### src/design/cau_pkg.sv
`timescale 1ns / 1ps
`default_nettype none
package cau_pkg;

  localparam int unsigned WORD_BITS_DEF = 32;
  localparam int unsigned FRAC_BITS_DEF = 24;

  // operation selector carried on in_tuser
  typedef enum logic [3:0] {
    ACT_ADD    = 4'd0,
    ACT_SUB    = 4'd1,
    ACT_MUL    = 4'd2,
    ACT_DIV    = 4'd3,
    ACT_SCALE  = 4'd4,
    ACT_DIVR   = 4'd5,
    ACT_NEG    = 4'd6,
    ACT_ABS2   = 4'd7,
    ACT_ABS    = 4'd8,
    ACT_SQUARE = 4'd9,
    ACT_PASS   = 4'd10
  } act_t;

  // result status carried on out_tuser
  typedef enum logic [1:0] {
    ST_OK   = 2'd0,
    ST_SAT  = 2'd1,
    ST_DIVZ = 2'd2
  } status_t;

  // control that travels along the divide / square root stages
  typedef struct packed {
    logic    iter;    // result comes from the iterative lanes
    logic    sqrt;    // lane re does square root steps
    logic    neg_re;  // sign of quotient re
    logic    neg_im;  // sign of quotient im
    logic    big_re;  // quotient re already known to overflow
    logic    big_im;  // quotient im already known to overflow
    status_t st;      // status of a direct result
  } step_ctl_t;

endpackage
`default_nettype wire

### src/design/cau_prep.sv
`timescale 1ns / 1ps
`default_nettype none
module cau_prep
  import cau_pkg::*;
#(
  parameter int unsigned W = WORD_BITS_DEF,
  parameter int unsigned F = FRAC_BITS_DEF
) (
  input  logic                  clk,
  input  logic                  rst_n,
  input  logic                  en,
  input  logic                  in_vld,
  input  act_t                  act,
  input  logic signed [W-1:0]   ar,
  input  logic signed [W-1:0]   ai,
  input  logic signed [W-1:0]   br,
  input  logic signed [W-1:0]   bi,
  input  logic signed [2*W-1:0] p0,
  input  logic signed [2*W-1:0] p1,
  input  logic signed [2*W-1:0] p2,
  input  logic signed [2*W-1:0] p3,
  input  logic signed [2*W-1:0] p4,
  input  logic signed [2*W-1:0] p5,
  output logic                  vld_r,
  output step_ctl_t             ctl_r,
  output logic [2*W+1:0]        r_re_r,
  output logic [2*W+1:0]        r_im_r,
  output logic [W-1:0]          q_re_r,
  output logic [W-1:0]          q_im_r,
  output logic [2*W-1:0]        src_re_r,
  output logic [2*W-1:0]        src_im_r,
  output logic [2*W:0]          den_r,
  output logic [W-1:0]          wd_re_r,
  output logic [W-1:0]          wd_im_r
);

  localparam int unsigned SW = 2 * W + 2;
  localparam int unsigned RW = 2 * W + 2;
  localparam int unsigned DW = 2 * W + 1;
  localparam int unsigned NW = SW + F;
  localparam int unsigned CW = NW - W + DW;
  localparam logic [W-1:0] POS_MAG = {1'b0, {(W-1){1'b1}}};
  localparam logic [W-1:0] NEG_MAG = {1'b1, {(W-1){1'b0}}};

  // ---------------- sum stage ----------------
  logic signed [SW-1:0] x_ar, x_ai, x_br, x_bi;
  logic signed [SW-1:0] x_p0, x_p1, x_p2, x_p3;
  logic signed [SW-1:0] re_s_nxt, im_s_nxt;
  logic [DW-1:0]        den_nxt;
  logic                 shf_nxt, dneg_nxt;
  logic [W-1:0]         br_mag;

  assign x_ar = SW'(ar);
  assign x_ai = SW'(ai);
  assign x_br = SW'(br);
  assign x_bi = SW'(bi);
  assign x_p0 = SW'(p0);
  assign x_p1 = SW'(p1);
  assign x_p2 = SW'(p2);
  assign x_p3 = SW'(p3);
  assign br_mag = br[W-1] ? (~br + 1'b1) : br;

  always_comb begin
    re_s_nxt = '0;
    im_s_nxt = '0;
    den_nxt  = '0;
    shf_nxt  = 1'b0;
    dneg_nxt = 1'b0;
    case (act)
      ACT_ADD: begin
        re_s_nxt = x_ar + x_br;
        im_s_nxt = x_ai + x_bi;
      end
      ACT_SUB: begin
        re_s_nxt = x_ar - x_br;
        im_s_nxt = x_ai - x_bi;
      end
      ACT_MUL: begin
        re_s_nxt = x_p0 - x_p1;
        im_s_nxt = x_p2 + x_p3;
        shf_nxt  = 1'b1;
      end
      ACT_DIV: begin
        re_s_nxt = x_p0 + x_p1;
        im_s_nxt = x_p2 - x_p3;
        den_nxt  = DW'(unsigned'(p4)) + DW'(unsigned'(p5));
      end
      ACT_SCALE: begin
        re_s_nxt = x_p0;
        im_s_nxt = x_p2;
        shf_nxt  = 1'b1;
      end
      ACT_DIVR: begin
        re_s_nxt = x_ar;
        im_s_nxt = x_ai;
        den_nxt  = DW'(br_mag);
        dneg_nxt = br[W-1];
      end
      ACT_NEG: begin
        re_s_nxt = -x_ar;
        im_s_nxt = -x_ai;
      end
      ACT_ABS2: begin
        re_s_nxt = x_p0 + x_p1;
        shf_nxt  = 1'b1;
      end
      ACT_ABS: begin
        re_s_nxt = x_p0 + x_p1;
      end
      ACT_SQUARE: begin
        re_s_nxt = x_p0 - x_p1;
        im_s_nxt = x_p2 + x_p2;
        shf_nxt  = 1'b1;
      end
      ACT_PASS: begin
        re_s_nxt = x_ar;
        im_s_nxt = x_ai;
      end
      default: begin
        re_s_nxt = '0;
      end
    endcase
  end

  logic                 s2_vld_r;
  act_t                 s2_act_r;
  logic signed [SW-1:0] re_s_r, im_s_r;
  logic [DW-1:0]        s2_den_r;
  logic                 shf_r, dneg_r;

  always_ff @(posedge clk) begin
    if (!rst_n) begin
      s2_vld_r <= 1'b0;
    end else if (en) begin
      s2_vld_r <= in_vld;
    end
  end

  always_ff @(posedge clk) begin
    if (en) begin
      s2_act_r <= act;
      re_s_r   <= re_s_nxt;
      im_s_r   <= im_s_nxt;
      s2_den_r <= den_nxt;
      shf_r    <= shf_nxt;
      dneg_r   <= dneg_nxt;
    end
  end

  // ---------------- truncate / saturate / divider setup ----------------
  logic          neg_re, neg_im;
  logic [SW-1:0] mag_re, mag_im, t_re, t_im;
  logic [W-1:0]  lim_re, lim_im, tc_re, tc_im;
  logic          sat_re, sat_im;
  logic [NW-1:0] n_re, n_im;
  logic [NW-W-1:0] r0_re, r0_im;
  logic          big_re, big_im;
  logic          is_div, is_sqrt, divz;
  step_ctl_t     ctl_nxt;
  logic [RW-1:0] r_re_nxt, r_im_nxt;
  logic [2*W-1:0] src_re_nxt, src_im_nxt;
  logic [W-1:0]  wd_re_nxt, wd_im_nxt;

  assign neg_re = re_s_r[SW-1];
  assign neg_im = im_s_r[SW-1];
  assign mag_re = neg_re ? unsigned'(-re_s_r) : unsigned'(re_s_r);
  assign mag_im = neg_im ? unsigned'(-im_s_r) : unsigned'(im_s_r);

  // truncation toward zero works on the magnitude
  assign t_re   = shf_r ? (mag_re >> F) : mag_re;
  assign t_im   = shf_r ? (mag_im >> F) : mag_im;
  assign lim_re = neg_re ? NEG_MAG : POS_MAG;
  assign lim_im = neg_im ? NEG_MAG : POS_MAG;
  assign sat_re = t_re > SW'(lim_re);
  assign sat_im = t_im > SW'(lim_im);
  assign tc_re  = sat_re ? lim_re : t_re[W-1:0];
  assign tc_im  = sat_im ? lim_im : t_im[W-1:0];

  assign is_div  = (s2_act_r == ACT_DIV) || (s2_act_r == ACT_DIVR);
  assign is_sqrt = (s2_act_r == ACT_ABS);
  assign divz    = is_div && (s2_den_r == '0);

  // dividend scaled by the fraction bits; quotient overflows the word
  // when its upper part already reaches the divisor
  assign n_re   = {mag_re, {F{1'b0}}};
  assign n_im   = {mag_im, {F{1'b0}}};
  assign r0_re  = n_re[NW-1:W];
  assign r0_im  = n_im[NW-1:W];
  assign big_re = CW'(r0_re) >= CW'(s2_den_r);
  assign big_im = CW'(r0_im) >= CW'(s2_den_r);

  always_comb begin
    ctl_nxt        = '0;
    r_re_nxt       = '0;
    r_im_nxt       = '0;
    src_re_nxt     = '0;
    src_im_nxt     = '0;
    wd_re_nxt      = '0;
    wd_im_nxt      = '0;
    ctl_nxt.st     = ST_OK;
    if (divz) begin
      ctl_nxt.st = ST_DIVZ;
    end else if (is_div) begin
      ctl_nxt.iter   = 1'b1;
      ctl_nxt.neg_re = neg_re ^ dneg_r;
      ctl_nxt.neg_im = neg_im ^ dneg_r;
      ctl_nxt.big_re = big_re;
      ctl_nxt.big_im = big_im;
      r_re_nxt       = big_re ? '0 : RW'(r0_re);
      r_im_nxt       = big_im ? '0 : RW'(r0_im);
      src_re_nxt     = {n_re[W-1:0], {W{1'b0}}};
      src_im_nxt     = {n_im[W-1:0], {W{1'b0}}};
    end else if (is_sqrt) begin
      ctl_nxt.iter = 1'b1;
      ctl_nxt.sqrt = 1'b1;
      src_re_nxt   = mag_re[2*W-1:0];
    end else begin
      wd_re_nxt  = neg_re ? (~tc_re + 1'b1) : tc_re;
      wd_im_nxt  = neg_im ? (~tc_im + 1'b1) : tc_im;
      ctl_nxt.st = (sat_re || sat_im) ? ST_SAT : ST_OK;
    end
  end

  always_ff @(posedge clk) begin
    if (!rst_n) begin
      vld_r <= 1'b0;
    end else if (en) begin
      vld_r <= s2_vld_r;
    end
  end

  always_ff @(posedge clk) begin
    if (en) begin
      ctl_r    <= ctl_nxt;
      r_re_r   <= r_re_nxt;
      r_im_r   <= r_im_nxt;
      q_re_r   <= '0;
      q_im_r   <= '0;
      src_re_r <= src_re_nxt;
      src_im_r <= src_im_nxt;
      den_r    <= s2_den_r;
      wd_re_r  <= wd_re_nxt;
      wd_im_r  <= wd_im_nxt;
    end
  end

endmodule
`default_nettype wire

### config.mk
export PLATFORM = sky130hd
export DESIGN_NAME = cau_prep
export DESIGN_NICKNAME = d
export VERILOG_FILES = /design/src/design/cau_pkg.sv /design/src/design/cau_prep.sv
export SDC_FILE = /design/constraint.sdc
export NUM_CORES = 2
export LEC_CHECK = 0
export ABC_AREA = 1
export BUFFER_PORTS_ARGS = -buffer_cell sky130_fd_sc_hd__buf_2
export CAP_MARGIN = 20
export CELL_PAD_IN_SITES_DETAIL_PLACEMENT = 1
export CELL_PAD_IN_SITES_GLOBAL_PLACEMENT = 1
export CORE_ASPECT_RATIO = 1.1
export CORE_MARGIN = 2
export CORE_UTILIZATION = 40
export CTS_BUF_LIST = sky130_fd_sc_hd__clkbuf_8
export CTS_CLUSTER_DIAMETER = 200
export DETAILED_ROUTE_END_ITERATION = 10
export PLACE_DENSITY = 0.89
export SLEW_MARGIN = 20
export SYNTH_ARGS = -nofsm -noshare
export SYNTH_HDL_FRONTEND = slang
export SYNTH_SLANG_ARGS = --single-unit
### constraint.sdc
create_clock -name clk -period 12.2 [get_ports clk]
set_input_delay 0.61 -clock clk [delete_from_list [all_inputs] [get_ports clk]]
set_output_delay 0.61 -clock clk [all_outputs]
set_load 0.03 [all_outputs]
==> flow_summary.yaml <==
sta:
  finalSetupViolCount: 0
  hold_viol_final: 0
  finalMaxSlewViolations: 0
  tightest_slew_ns: 1.20
  layout_setup_ws_ns: 4.77
  fin_crit_sh: 0.609
  setup_tns_ns: 0
  fmax_mhz: 135
  rsz0062_at_grt: "no"
  finClkSkew_ns: 0.101
  period_minus_slack_ns: 7.43
  relSlewSlack: 0.197
worst_setup_path:
  crit_fanout: 91
  cp.required_ns: 12.74
  max_stage_delay_ns: 0.96
  arrival_ns: 7.97
  cp_common_cell: "nand2_1"
  crit_family: "simple AND/OR/NAND/NOR gates"
  crit-reg2reg-launch: "shf_r$_DFFE_PP_"
  crit_slowest_cell: "clkinv_1"
  end_kind: "flop"
  crit_buf_inv: 5
  reg2reg_depth: 34
  crit_start: "shf_r$_DFFE_PP_"
  path_depth: 34
  start_kind: "flop"
  crit_type: "reg2reg"
grt:
  grt_max_degree: 155
  grt_util_met1: 0.519
  use_met3: 0.101
  grt_pass1_wl_um: 544000
  busiest_layer: "met2"
  grt.overflow.total: 0
  grt_use_met2: 0.704
  grtUsageTotal: 0.445
  antenna_found_initial: 53
  grt_pass1_vias: 78127
synthesis:
  async_flop_share: 0
  synth_common_cells: "nand2_1, inv_1, nor2_1, a21oi_1, ha_1"
  synth_seq_cells: 530
  synth_cells: 10147
  synth_edf_count: 528
  ys.flop_type: "edfxtp_1"
  yosys.area.top_type: "edfxtp_1"
  synth_cell_types: 75
  seq_area_frac_synth: 0.242
  yosysWarnings: 0
  synth_area_um2: 65700
  synth_top_area_share: 0.241
  synth_area_leaders: "edfxtp_1, ha_1, nand2_1"
  yosysMostFrequentCell: "nand2_1"
  post_synth.cell_area_avg_um2: 6.47
floorplan:
  die_x_um: 390
  die_area_um2: 168000
  start_util: 0.401
  placeableCoreArea_um2: 164000
  rows: 156
  ios: 982
  die_y_um: 429
pwr:
  ir_drop_uv: 72.4
  p_int_mw: 4.01
  power_switching_mw: 3.88
  p_per_area_nw_per_um2: 108
  p_comb_frac: 0.486
  p_leak_nw: 35.8
  switching_share: 0.492
  power_frac_clock: 0.207
  pwr-share-seq: 0.306
drt:
  first_iter_violations: 7494
  dr.pass1.iters: 6
  drc: 0
  viasPerCell: 5.98
  wire_per_inst_um: 29.7
  drt_wl_total_um: 387000
  dr_total_vias: 78099
  drtAntennaViolNets: 0
clock_tree:
  clkSinkCount: 530
  cts.clk_slew.worst_paths_ns: 0.08
  root_buffer: "clkbuf_8"
  cts_tree: "done"
  cts_htree_levels: 3
  cts-resized-gates: 0
  insertion_delay_ns: 0.85
  cts_buffers: 88
  clockBufferDepth: 3
  holdBufCountCts: 0
  cts_setup_buffers: 0
worst_hold_path:
  min_from: "act[2]"
  whs_path_depth: 1
  hp-class: "in2reg"
place:
  port_buffers: 845
  gp_congestion: 1.13
  pre_cts_ws_ns: 4.91
  post-dp-hpwl_um: 331000
  place_area_um2: 71300
run_status:
  status: "finished clean"
finish:
  drive_gt1_frac: 0.115
  area_growth_pct: 11.4
  nets: 11982
  final_area_um2: 73200
job:
  cap_violations: 0
final cells by class:
| class | count | area (um2) |
|---|---|---|
| sequential | 530 | 15900 |
| tap | 2133 | 2670 |
| clock buffer | 88 | 1210 |
| fill | 22039 | 90600 |
| clock inverter | 76 | 533 |
| antenna | 39 | 97.6 |
| inverter | 1747 | 6560 |
| multi-input combinational | 7543 | 41500 |
| timing repair buffer | 904 | 4730 |
cells in the final DEF (no fill, tap or decap), types with 20 or more instances in the layout:
master,count
a21o_1,20
o21bai_1,34
a21oi_1,1060
nor2_1,1351
o221ai_1,21
nor4_1,56
a22oi_1,20
clkbuf_8,88
a211oi_1,30
o21ai_0,630
or2_2,104
nand2_2,24
nor2_2,26
inv_1,1750
a221oi_1,43
a21boi_0,38
buf_4,56
o21ai_1,38
diode_2,39
a31oi_1,145
nor3_1,115
o21a_1,54
nand4_1,214
conb_1,136
xnor2_1,21
edfxtp_1,528
clkinv_1,31
xor2_1,96
nand2_1,1778
ha_1,639
buf_2,844
nand3_1,559
o211ai_1,39
o22ai_1,24
o2111ai_1,29
power groups by stage:
stage                     logic (mW)  registers (mW)  clock network (mW)
after global placement          3.60            2.43                   0
after detailed placement        3.69            2.44                   0
after floorplan                 2.06            2.47                   0
after global routing            4.08            2.41                1.71
final                           3.83            2.42                1.64
after CTS                       3.71            2.40                1.65
routing by layer:
layer | vias to the layer above | routed length, um
met4 | 16 | 35200
li1 | 34961 | -
met5 | - | 103
met3 | 1102 | 35600
met2 | 4127 | 171000
met1 | 37893 | 145000
stage by stage:
| step | power (mW) | hold slack, ns | cells | util |
|---|---|---|---|---|
| after global placement | 6.03 | 0.439 | 12856 | 0.435 |
| after detailed placement | 6.13 | 0.455 | 12857 | 0.436 |
| after global routing | 8.20 | 0.0404 | 13038 | 0.446 |
| final | 7.89 | 0.0689 | 13060 | 0.447 |
| after floorplan | 4.53 | 0.426 | 10282 | - |
| after CTS | 7.75 | 0.0177 | 13021 | 0.446 |
cells by family (layout without fill, tap and decap cells):
| group | Yosys count | after routing | synth area share |
|---|---|---|---|
| and+or+nand+nor | 4311 | 4311 | 0.281 |
| DFF | 530 | 530 | 0.242 |
| AOI/OAI and AO/OA | 2329 | 2329 | 0.201 |
| xor gates and xnor gates | 119 | 119 | 0.0161 |
| adders and majority gates | 648 | 648 | 0.124 |
| other | 1 | 175 | 0.0000571 |
| buffers and inverters | 2209 | 2815 | 0.136 |
flip-flops by register name, indices dropped and copies added, names as in the netlist:
register,flops
den_r,65
s2_act_r,4
vld_r,1
shf_r,1
s2_vld_r,1
src_im_r,8
ctl_r,8
re_s_r,66
im_s_r,66
wd_re_r,32
dneg_r,1
src_re_r,64
wd_im_r,32
r_im_r,58
r_re_r,58
s2_den_r,65
final timing paths:
| path | endpoint | slack (ns) |
|---|---|---|
| worst max-delay path | wd_im_r[28]$_SDFFCE_PP0P_ | 4.77 |
| worst min-delay path | s2_act_r[2]$_DFFE_PP_ | 0.07 |
| worst max register to register | wd_im_r[28]$_SDFFCE_PP0P_ | 4.77 |
| worst min register to register | den_r[20]$_DFFE_PP_ | 0.46 |
No activity file was read; power rests on OpenSTA's default activity.
