**src/design/cau_pkg.sv**
```systemverilog
`timescale 1ns / 1ps
`default_nettype none
package cau_pkg;

  localparam int unsigned WORD_BITS_DEF = 32;
  localparam int unsigned FRAC_BITS_DEF = 24;

  // operation selector carried on in_tuser
  typedef enum logic [3:0] {
    ACT_ADD    = 4'd0,
    ACT_SUB    = 4'd1,
    ACT_MUL    = 4'd2,
    ACT_DIV    = 4'd3,
    ACT_SCALE  = 4'd4,
    ACT_DIVR   = 4'd5,
    ACT_NEG    = 4'd6,
    ACT_ABS2   = 4'd7,
    ACT_ABS    = 4'd8,
    ACT_SQUARE = 4'd9,
    ACT_PASS   = 4'd10
  } act_t;

  // result status carried on out_tuser
  typedef enum logic [1:0] {
    ST_OK   = 2'd0,
    ST_SAT  = 2'd1,
    ST_DIVZ = 2'd2
  } status_t;

  // control that travels along the divide / square root stages
  typedef struct packed {
    logic    iter;    // result comes from the iterative lanes
    logic    sqrt;    // lane re does square root steps
    logic    neg_re;  // sign of quotient re
    logic    neg_im;  // sign of quotient im
    logic    big_re;  // quotient re already known to overflow
    logic    big_im;  // quotient im already known to overflow
    status_t st;      // status of a direct result
  } step_ctl_t;

endpackage
`default_nettype wire

```
**src/design/cau_step.sv**
```systemverilog
`timescale 1ns / 1ps
`default_nettype none
module cau_step
  import cau_pkg::*;
#(
  parameter int unsigned W = WORD_BITS_DEF
) (
  input  logic            clk,
  input  logic            rst_n,
  input  logic            en,
  input  logic            in_vld,
  input  step_ctl_t       ctl,
  input  logic [2*W+1:0]  r_re,
  input  logic [2*W+1:0]  r_im,
  input  logic [W-1:0]    q_re,
  input  logic [W-1:0]    q_im,
  input  logic [2*W-1:0]  src_re,
  input  logic [2*W-1:0]  src_im,
  input  logic [2*W:0]    den,
  input  logic [W-1:0]    wd_re,
  input  logic [W-1:0]    wd_im,
  output logic            vld_r,
  output step_ctl_t       ctl_r,
  output logic [2*W+1:0]  r_re_r,
  output logic [2*W+1:0]  r_im_r,
  output logic [W-1:0]    q_re_r,
  output logic [W-1:0]    q_im_r,
  output logic [2*W-1:0]  src_re_r,
  output logic [2*W-1:0]  src_im_r,
  output logic [2*W:0]    den_r,
  output logic [W-1:0]    wd_re_r,
  output logic [W-1:0]    wd_im_r
);

  localparam int unsigned RW = 2 * W + 2;

  // one quotient bit (divide) or one root bit (square root) per stage
  logic [RW-1:0]  sh_re, sh_im, sub_re, sub_im;
  logic           ge_re, ge_im;
  logic [RW-1:0]  r_re_nxt, r_im_nxt;
  logic [W-1:0]   q_re_nxt, q_im_nxt;
  logic [2*W-1:0] src_re_nxt, src_im_nxt;

  // lane re: divide or square root
  assign sh_re  = ctl.sqrt ? {r_re[RW-3:0], src_re[2*W-1:2*W-2]}
                           : {r_re[RW-2:0], src_re[2*W-1]};
  assign sub_re = ctl.sqrt ? RW'({q_re, 2'b01}) : RW'(den);
  assign ge_re  = sh_re >= sub_re;
  assign r_re_nxt   = ge_re ? (sh_re - sub_re) : sh_re;
  assign q_re_nxt   = {q_re[W-2:0], ge_re};
  assign src_re_nxt = ctl.sqrt ? {src_re[2*W-3:0], 2'b00} : {src_re[2*W-2:0], 1'b0};

  // lane im: divide only
  assign sh_im  = {r_im[RW-2:0], src_im[2*W-1]};
  assign sub_im = RW'(den);
  assign ge_im  = sh_im >= sub_im;
  assign r_im_nxt   = ge_im ? (sh_im - sub_im) : sh_im;
  assign q_im_nxt   = {q_im[W-2:0], ge_im};
  assign src_im_nxt = {src_im[2*W-2:0], 1'b0};

  always_ff @(posedge clk) begin
    if (!rst_n) begin
      vld_r <= 1'b0;
    end else if (en) begin
      vld_r <= in_vld;
    end
  end

  always_ff @(posedge clk) begin
    if (en) begin
      ctl_r    <= ctl;
      r_re_r   <= r_re_nxt;
      r_im_r   <= r_im_nxt;
      q_re_r   <= q_re_nxt;
      q_im_r   <= q_im_nxt;
      src_re_r <= src_re_nxt;
      src_im_r <= src_im_nxt;
      den_r    <= den;
      wd_re_r  <= wd_re;
      wd_im_r  <= wd_im;
    end
  end

endmodule
`default_nettype wire

```
**config.mk**
```make
export PLATFORM = sky130hd
export DESIGN_NAME = cau_step
export DESIGN_NICKNAME = d
export VERILOG_FILES = /design/src/design/cau_pkg.sv /design/src/design/cau_step.sv
export SDC_FILE = /design/constraint.sdc
export NUM_CORES = 1
export LEC_CHECK = 0
export CAP_MARGIN = 20
export CORE_AREA = 2 2 356 358
export CTS_BUF_LIST = sky130_fd_sc_hd__clkbuf_8
export CTS_CLUSTER_SIZE = 8
export DETAILED_ROUTE_END_ITERATION = 8
export DIE_AREA = 0 0 358 360
export DONT_BUFFER_PORTS = 1
export GPL_TIMING_DRIVEN = 0
export PLACE_DENSITY_LB_ADDON = 0.1
export SETUP_SLACK_MARGIN = 0.5
export SLEW_MARGIN = 20
export SYNTH_ARGS = -nofsm -noshare
export SYNTH_HDL_FRONTEND = slang
export SYNTH_SLANG_ARGS = --single-unit
```
**constraint.sdc**
```tcl
create_clock -name clk -period 14.5 [get_ports clk]
set_clock_uncertainty 0.15 [all_clocks]
set_input_delay 4.35 -clock clk [delete_from_list [all_inputs] [get_ports clk]]
set_output_delay 4.35 -clock clk [all_outputs]
set_load 0.05 [all_outputs]
```
==> results.py, run 1 <==
metrics = {
    "critical_path": {
        "regToRegStartpoint": "vld_r",
        "cp_max_fo": 10,
        "r2r-end": "vld_r",
        "worst_path_most_repeated_cell": "clkbuf_1",
        "critPathKind": "in2reg",
        "r2r_slack_ps": 13390,
        "crit_path_max_incr_delay_ps": 870,
        "start_kind": "primary input",
        "critPathRequiredTime_ps": 14810,
        "crit_path_end_kind": "register",
        "reg2reg_depth": 2,
        "cp_slowest_cell": "mux2i_1",
        "path_cells": "clkbuf_1 -> clkbuf_2 -> buf_2 -> clkbuf_1 -> mux2i_1 -> ha_1 -> clkbuf_1 -> a21oi_1 -> o311ai_1 -> a31oi_1 -> o221ai_1 -> a22oi_1 -> nand3_1 -> a31oi_4 -> buf_4 -> buf_2 -> nand2_1 -> o21ai_0",
        "cp.arrival_ps": 11120,
    },
    "floorplan": {
        "ios": 927,
        "dieWidth_um": 358,
        "rows": 130,
        "die_y_um": 360,
        "core_area_mm2": 0.125,
        "die_area_mm2": 0.129,
        "start_util_pct": 20.8,
    },
    "clock_network": {
        "cts_buffer_depth": 3,
        "cts_inserted_buffers": 87,
        "cts_tree": "yes",
        "clock_sinks": 460,
        "h-tree-depth": 3,
        "clockRootBuffer": "clkbuf_8",
        "cts_resized": 0,
        "path_clk_slew_ps": 60,
        "cts_setup_buffers": 0,
        "worstSkewPairLatency_ps": 750,
        "holdBufCountCts": 0,
    },
    "hold_path": {
        "hold_class": "reg2reg",
        "hold_end": "vld_r",
        "worstHoldStart": "vld_r",
        "hold_depth": 2,
    },
    "routing": {
        "vias_per_cell": 4.67,
        "route.vias.total": 19378,
        "drc_errors": 0,
        "drtIter0Drc": 1283,
        "firstDrtPassIters": 7,
        "drtAntennaViolNets": 0,
        "routedWlPerCell_um": 29.7,
        "routed_wl_mm": 123,
    },
    "synth": {
        "async_flop_share_pct": 0,
        "synth-edff-count": 459,
        "netlist_area_mm2": 0.0260,
        "synth_cells": 2327,
        "ys_types": 85,
        "synth-seq-cells": 460,
        "yosysSeqAreaShare_pct": 53.1,
        "synth_top_flop_cell": "edfxtp_1",
        "ys_warn_count": 0,
        "syn_avg_cell_area_um2": 11.2,
    },
    "grt": {
        "grt_pass1_wl_mm": 166,
        "grt_pass1_vias": 19994,
        "track_usage_pct": 18.3,
        "overflow": 0,
        "antenna_found_initial": 30,
        "grt_max_degree": 461,
    },
    "run_status": {
        "status": "complete, no violations",
    },
    "layout": {
        "nets": 3015,
        "utilization_pct": 23.9,
        "area_growth_pct": 15.0,
        "multi_input_area_mm2": 0.0113,
        "drive_above_1_share_pct": 12.7,
        "nFillCells": 13412,
        "regArea_mm2": 0.0138,
    },
    "place": {
        "dp_slack_ps": 2630,
        "post-dp-hpwl_mm": 100,
        "gp_congestion": 0.869,
        "portBuffers": 0,
    },
    "run": {
        "cap_violations": 0,
    },
    "timing": {
        "fin_ws_ps": 3690,
        "tns_ps": 0,
        "max_freq_ghz": 0.0925,
        "worstMarginPinSlew_ps": 1080,
        "min_period_ps": 10810,
        "slew_headroom_pct": 28.3,
        "finalSetupViolCount": 0,
        "hold_viol_final": 0,
        "fin_crit_sh_pct": 74.6,
        "slew_violations": 0,
        "rsz0062_at_grt": "no",
    },
    "power": {
        "power_leakage_nw": 10.9,
        "ir_drop_uv": 73.9,
        "powerDensity_mw_per_mm2": 146,
    },
}
-- routing by layer --
metal  global-route usage [%]  vias up  wire [um]
met4                     5.73       24       3220
met2                     32.7      813      62500
met1                     20.2     9496      46500
met5                        0        -        162
met3                     6.40      149      10800
li1                         -     8896          -
-- worst max-delay path by stage --
stage                     cells past startpoint  slack, ps  startpoint         end
final                                        18       3690      ctl[6]  r_re_r[64]
after global routing                         18       3350      ctl[6]  r_re_r[64]
after CTS                                    17       3490      ctl[6]  r_re_r[65]
after detailed placement                     17       2630      ctl[6]  r_re_r[65]
after global placement                       18       1850      ctl[6]  r_re_r[64]
after floorplan                              17       6050      ctl[6]  r_re_r[29]
-- synthesized netlist by cell type (all sizes together) (17+ instances only) --
| cell type | instances | area share [%] |
|---|---|---|
| inv | 113 | 1.6 |
| edfxtp | 459 | 53 |
| nor3 | 36 | 0.69 |
| o21ai | 157 | 3.0 |
| mux2i | 42 | 1.6 |
| clkbuf | 85 | 1.2 |
| o31ai | 21 | 0.63 |
| nand3 | 35 | 0.67 |
| buf | 33 | 0.65 |
| nand2b | 48 | 1.2 |
| a21o | 60 | 1.7 |
| o21a | 17 | 0.49 |
| nand4 | 47 | 1.2 |
| nand2 | 205 | 3.0 |
| xor2 | 42 | 1.4 |
| ha | 130 | 6.3 |
| a21oi | 227 | 4.4 |
| o21bai | 31 | 0.90 |
| mux2 | 133 | 5.8 |
| nor2 | 136 | 2.0 |
| xnor2 | 64 | 2.2 |
-- logic make-up after synthesis --
kind of cell               count (synthesis)  share of synthesized area [%]
xor gates and xnor gates                 106                           3.57
muxes                                    175                           7.38
buffers and inverters                    231                           3.52
other                                      1                         0.0144
DFF                                      460                           53.1
and+or+nand+nor                          593                           11.0
adders and majority gates                132                           6.41
AOI/OAI and AO/OA                        629                           15.0
-- report_power, final --
| group | internal (mW) | switching [mW] | leakage [nW] | total (mW) |
|---|---|---|---|---|
| registers | 1.67 | 0.613 | 4.50 | 2.28 |
| clock network | 0.719 | 0.630 | 0.988 | 1.35 |
| logic | 0.262 | 0.481 | 5.39 | 0.743 |
| total | 2.65 | 1.72 | 10.9 | 4.37 |
-- worst max-delay path, delay by kind of cell --
kind                       cells  cell delay (ps)
AOI/OAI and AO/OA              7             2050
adders and majority gates      1              370
buffers and inverters          7             2990
muxes                          1              870
and+or+nand+nor                2              410
-- sequential cells by signal (all words and copies together) (netlist names) --
signal / flops
r_im_r: 66
r_re_r: 66
den_r: 65
src_im_r: 63
src_re_r: 63
q_im_r: 32
q_re_r: 32
wd_im_r: 32
wd_re_r: 32
ctl_r: 8
vld_r: 1
-- per-stage QoR --
stage / std cells / area (um^2) / total power [mW] / hold slack, ps
after floorplan: 2328 / 26000 / 2.74 / 593
after global placement: 3978 / 28100 / 3.07 / 616
after detailed placement: 3979 / 28100 / 3.06 / 620
after CTS: 4140 / 29900 / 4.46 / 637
after global routing: 4143 / 29900 / 4.58 / 655
final: 4147 / 29900 / 4.37 / 633
-- cell usage in the layout, fill, tap and decap left out, types with 15 or more instances in the layout --
cell / instances
nand3_1: 35
xor2_1: 42
buf_2: 26
nand4_1: 45
a21oi_1: 225
clkinv_1: 21
nand2_1: 205
clkbuf_1: 80
edfxtp_1: 459
o21bai_1: 31
mux2i_1: 42
clkbuf_8: 87
a21o_1: 60
mux2_2: 128
o31ai_1: 20
o21ai_0: 154
nor2_1: 135
xnor2_1: 64
and3_1: 16
o211ai_1: 15
inv_1: 132
o21a_1: 17
and4_1: 15
ha_1: 130
nor3_1: 36
nand2b_1: 48
-- cell type report --
cell class / count / share of cell area, %
clock inverters: 74 / 2.02
plain buffers: 118 / 1.66
multi-input cells: 1637 / 37.7
diodes: 7 / 0.0586
clock buffers: 87 / 4.00
flip-flops and latches: 460 / 46.2
repair buffers: 1 / 0.0502
well taps: 1650 / 6.90
inverters: 113 / 1.42
No activity file was read; power rests on OpenSTA's default activity.
==> run 2: changes to the inputs <==
==> constraint.sdc (replaced) <==
create_clock -name clk -period 10.2 [get_ports clk]
set_clock_uncertainty 0.15 [all_clocks]
set_input_delay 3.06 -clock clk [delete_from_list [all_inputs] [get_ports clk]]
set_output_delay 3.06 -clock clk [all_outputs]
set_load 0.05 [all_outputs]
==> results.py, run 2 (synthesized netlist as in run 1, its figures left out) <==
metrics = {
    "run_status": {
        "status": "complete, no violations",
    },
    "layout": {
        "postLayoutCellArea_mm2": 0.0299,
        "drive_above_1_share_pct": 12.7,
        "nets": 3015,
        "stdcell_count": 4147,
        "reg.largest.list": "r_im_r: 66 flops, r_re_r: 66 flops, den_r: 65 flops",
        "area_growth_pct": 15.0,
        "final_common_cell": "edfxtp_1",
        "final_cell_mix": "edfxtp_1, a21oi_1, nand2_1",
        "utilization_pct": 23.9,
    },
    "timing": {
        "whs_ps": 633,
        "fin_ws_ps": 1030,
        "finalSetupViolCount": 0,
        "max_freq_ghz": 0.109,
        "tns_ps": 0,
        "worstMarginPinSlew_ps": 1070,
        "hold_viol_final": 0,
        "rsz0062_at_grt": "no",
        "min_period_ps": 9170,
        "fin_crit_sh_pct": 89.9,
        "slew_violations": 0,
        "slew_headroom_pct": 28.8,
    },
    "floorplan": {
        "rows": 130,
        "core_area_mm2": 0.125,
        "dieWidth_um": 358,
        "die_y_um": 360,
        "start_util_pct": 20.8,
        "ios": 927,
        "die_area_mm2": 0.129,
    },
    "place": {
        "dp_cells": 3979,
        "dp_slack_ps": -379,
        "post-dp-hpwl_mm": 100,
        "dpl_cell_area_mm2": 0.0281,
        "gp_congestion": 0.869,
        "portBuffers": 0,
    },
    "run": {
        "cap_violations": 0,
    },
    "power": {
        "power_mw": 6.22,
        "combPwrFrac_pct": 17.0,
        "power_leakage_nw": 10.9,
        "pwr-share-seq_pct": 52.1,
        "p_int_mw": 3.76,
        "ir_drop_uv": 105,
        "p_clk_share_pct": 30.9,
        "p_switching_mw": 2.45,
        "netSwitchingFraction_pct": 39.4,
        "powerDensity_mw_per_mm2": 208,
    },
    "routing": {
        "routed_wl_mm": 123,
        "drtAntennaViolNets": 0,
        "drc_errors": 0,
        "drtIter0Drc": 1283,
        "routedWlPerCell_um": 29.7,
        "vias_per_cell": 4.68,
        "firstDrtPassIters": 7,
        "route.vias.total": 19388,
    },
    "critical_path": {
        "cp_max_fo": 10,
        "critPathKind": "in2reg",
        "reg2reg_depth": 2,
        "crit_path_end_kind": "register",
        "cp.arrival_ps": 9480,
        "critPathRequiredTime_ps": 10510,
        "start_kind": "primary input",
    },
    "grt": {
        "track_usage_pct": 18.3,
        "grt_pass1_wl_mm": 166,
        "overflow": 0,
        "grt_max_degree": 461,
        "antenna_found_initial": 30,
        "grt_pass1_vias": 19994,
    },
    "clock_network": {
        "holdBufCountCts": 0,
        "cts_buffer_depth": 3,
        "cts_resized": 1,
        "path_clk_slew_ps": 60,
        "cts_setup_buffers": 0,
        "clock_sinks": 460,
        "clockRootBuffer": "clkbuf_8",
        "cts_inserted_buffers": 87,
        "cts_tree": "yes",
        "h-tree-depth": 3,
        "worstSkewPairLatency_ps": 750,
    },
    "hold_path": {
        "hold_class": "reg2reg",
        "hold_depth": 2,
    },
}
run 2: cell counts in the layout (fill, tap and decap cells not counted):
No cell type changed its count.
run 2: worst max-delay path, stage by stage:
cell	delay, ps
clkbuf_1	200
clkbuf_2	490
buf_2	480
clkbuf_2	490
mux2i_1	840
ha_1	370
clkbuf_1	200
a21oi_1	260
o311ai_1	140
a31oi_1	250
o221ai_1	310
a22oi_1	300
nand3_1	300
a31oi_4	560
buf_4	350
buf_2	460
nand2_1	110
o21ai_0	230
run 2: layer usage:
layer / vias to the layer above / track usage (%) / wire length (um)
met2: 814 / 32.7 / 62500
met1: 9502 / 20.2 / 46600
met3: 150 / 6.40 / 10800
met4: 24 / 5.73 / 3210
li1: 8898 / - / -
met5: - / 0 / 162
run 2: path summary, 6_finish.rpt:
| path | start | endpoint | slack [ps] |
|---|---|---|---|
| max | ctl[6] | r_re_r[64] | 1030 |
| min | vld_r | vld_r | 630 |
| max reg2reg | vld_r | vld_r | 9090 |
| min reg2reg | vld_r | vld_r | 630 |
run 2: power groups by stage:
| stage | registers, mW | clock network, mW | logic (mW) |
|---|---|---|---|
| 2_1_floorplan | 3.18 | 0 | 0.718 |
| 3_3_place_gp | 3.29 | 0 | 1.07 |
| 3_5_place_dp | 3.29 | 0 | 1.06 |
| 4_1_cts | 3.26 | 2.02 | 1.07 |
| 5_1_grt | 3.26 | 2.09 | 1.17 |
| 6_report | 3.24 | 1.92 | 1.06 |
run 2: layout make-up:
class	count	area, um^2
diodes	7	17.5
plain buffers	118	499
clock buffers	87	1200
clock inverters	74	603
fillers	13413	95000
inverters	113	424
multi-input cells	1637	11300
flip-flops and latches	460	13800
well taps	1650	2060
repair buffers	1	15.0
==> run 3: changes to the inputs <==
--- a/config.mk
+++ b/config.mk
@@ -13,7 +13,7 @@
 export DIE_AREA = 0 0 358 360
 export DONT_BUFFER_PORTS = 1
 export GPL_TIMING_DRIVEN = 0
-export PLACE_DENSITY_LB_ADDON = 0.1
+export PLACE_DENSITY = 0.46
 export SETUP_SLACK_MARGIN = 0.5
 export SLEW_MARGIN = 20
 export SYNTH_ARGS = -nofsm -noshare
==> constraint.sdc (replaced) <==
create_clock -name clk -period 10.2 [get_ports clk]
set_clock_uncertainty 0.15 [all_clocks]
set_input_delay 1.02 -clock clk [delete_from_list [all_inputs] [get_ports clk]]
set_output_delay 1.02 -clock clk [all_outputs]
set_load 0.05 [all_outputs]
==> results.py, run 3 (synthesized netlist as in run 1, its figures left out) <==
metrics = {
    "critical_path": {
        "reg2reg_depth": 2,
        "regToRegStartpoint": "vld_r",
        "cp_max_fo": 11,
        "path_cells": "clkbuf_1 -> clkbuf_1 -> buf_1 -> clkbuf_2 -> mux2i_1 -> ha_1 -> nand4_1 -> nor3_1 -> o2111ai_1 -> a31oi_1 -> o21ai_0 -> nand3_1 -> a31oi_4 -> buf_4 -> buf_2 -> nor3_1",
        "r2r_slack_ps": 9080,
        "start_kind": "primary input",
        "critPathKind": "in2reg",
        "crit_path_max_incr_delay_ps": 820,
        "cp.arrival_ps": 8290,
        "cp_slowest_cell": "clkbuf_1",
        "critPathRequiredTime_ps": 10520,
        "r2r-end": "vld_r",
        "crit_path_end_kind": "register",
    },
    "timing": {
        "rsz0062_at_grt": "no",
        "min_period_ps": 7970,
        "finalSetupViolCount": 0,
        "slew_violations": 0,
        "fin_crit_sh_pct": 78.1,
        "worstMarginPinSlew_ps": 1190,
        "tns_ps": 0,
        "slew_headroom_pct": 20.5,
        "max_freq_ghz": 0.126,
        "hold_viol_final": 0,
        "fin_ws_ps": 2230,
    },
    "layout": {
        "utilization_pct": 24.0,
        "multi_input_area_mm2": 0.0113,
        "drive_above_1_share_pct": 12.4,
        "final_cell_mix": "edfxtp_1, a21oi_1, nand2_1",
        "nets": 3011,
        "reg.largest.list": "r_im_r: 66 flops, r_re_r: 66 flops, den_r: 65 flops",
        "area_growth_pct": 15.2,
        "final_common_cell": "edfxtp_1",
        "nFillCells": 13385,
        "regArea_mm2": 0.0138,
    },
    "clock_network": {
        "cts_tree": "yes",
        "cts_buffer_depth": 3,
        "cts_resized": 0,
        "holdBufCountCts": 0,
        "clock_sinks": 460,
        "cts_inserted_buffers": 84,
        "clockRootBuffer": "clkbuf_8",
        "h-tree-depth": 3,
        "cts_setup_buffers": 0,
        "worstSkewPairLatency_ps": 750,
        "path_clk_slew_ps": 70,
    },
    "power": {
        "p_int_mw": 3.85,
        "pwr-share-seq_pct": 51.8,
        "p_switching_mw": 2.39,
        "powerDensity_mw_per_mm2": 208,
        "ir_drop_uv": 100,
        "power_leakage_nw": 10.8,
        "p_clk_share_pct": 31.5,
        "combPwrFrac_pct": 16.7,
        "netSwitchingFraction_pct": 38.3,
    },
    "place": {
        "post-dp-hpwl_mm": 107,
        "portBuffers": 0,
        "dp_slack_ps": 1420,
        "gp_congestion": 0.926,
    },
    "hold_path": {
        "hold_end": "den_r[17]",
        "hold_class": "in2reg",
        "hold_depth": 0,
        "worstHoldStart": "den[17]",
    },
    "run": {
        "cap_violations": 0,
    },
    "grt": {
        "antenna_found_initial": 48,
        "grt_pass1_vias": 19141,
        "track_usage_pct": 19.3,
        "grt_pass1_wl_mm": 169,
        "grt_max_degree": 461,
        "overflow": 0,
    },
    "floorplan": {
        "dieWidth_um": 358,
        "ios": 927,
        "core_area_mm2": 0.125,
        "die_area_mm2": 0.129,
        "start_util_pct": 20.8,
        "die_y_um": 360,
        "rows": 130,
    },
    "run_status": {
        "status": "complete, no violations",
    },
    "routing": {
        "vias_per_cell": 4.74,
        "drtIter0Drc": 1826,
        "drc_errors": 0,
        "drtAntennaViolNets": 0,
        "routed_wl_mm": 130,
        "routedWlPerCell_um": 31.3,
        "firstDrtPassIters": 5,
        "route.vias.total": 19677,
    },
}
[run 3: cell types whose count changed in the layout (fill, tap and decap cells not counted), moves of 2 or more]
| cell | before | now |
|---|---|---|
| clkinv_1 | 21 | 17 |
| bufinv_16 | 8 | 13 |
| clkbuf_1 | 78 | 80 |
| clkinv_2 | 12 | 4 |
| clkinv_4 | 2 | 0 |
| inv_1 | 132 | 125 |
| clkbuf_8 | 87 | 84 |
| diode_2 | 7 | 32 |
| clkbuf_2 | 7 | 5 |
[run 3: critical path, delay by kind of cell]
family / cells / cell delay [ps]
muxes: 1 / 650
AOI/OAI and AO/OA: 4 / 1840
buffers and inverters: 6 / 2810
and+or+nand+nor: 4 / 1480
adders and majority gates: 1 / 390
[run 3: worst max path at each step]
stage	startpoint	cells after the start	end	slack (ps)
global route	ctl[6]	16	r_re_r[65]	2150
global placement	ctl[6]	16	r_re_r[65]	1060
CTS	ctl[6]	16	r_re_r[65]	2230
finish	ctl[6]	16	r_re_r[65]	2230
detailed placement	ctl[6]	16	r_re_r[65]	1420
floorplan	ctl[6]	17	r_re_r[29]	5080
[run 3: metal layers]
| layer | vias up | share of wire [%] | track usage (%) | routed length [um] |
|---|---|---|---|---|
| li1 | 8925 | - | - | - |
| met1 | 9585 | 39 | 22.6 | 50200 |
| met2 | 995 | 47 | 31.8 | 61500 |
| met3 | 158 | 12 | 8.16 | 15000 |
| met4 | 14 | 2.5 | 6.01 | 3310 |
| met5 | - | 0.078 | 0 | 101 |
[run 3: area by class of cell]
cell class / instances / share of cell area (%)
clock inverter: 58 / 2.14
sequential: 460 / 46.1
antenna: 32 / 0.267
inverter: 113 / 1.42
buffer: 118 / 1.66
tap: 1650 / 6.89
clock buffer: 84 / 3.86
multi-input combinational: 1637 / 37.7
[run 3: power by group through the flow]
stage                     combinational, mW  clock (mW)  sequential (mW)
after floorplan                       0.718           0             3.18
after global placement                 1.03           0             3.27
after detailed placement               1.03           0             3.27
after CTS                              1.04        2.05             3.24
after global routing                   1.15        2.12             3.25
final                                  1.04        1.96             3.23
[run 3: per-stage QoR]
stage	instance area [um^2]	hold slack, ps	power [mW]	instances
after detailed placement	28100	631	4.30	3978
after global routing	29900	100	6.51	4140
after global placement	28100	631	4.31	3978
after floorplan	26000	593	3.90	2328
after CTS	29900	46.5	6.33	4120
final	30000	195	6.24	4152
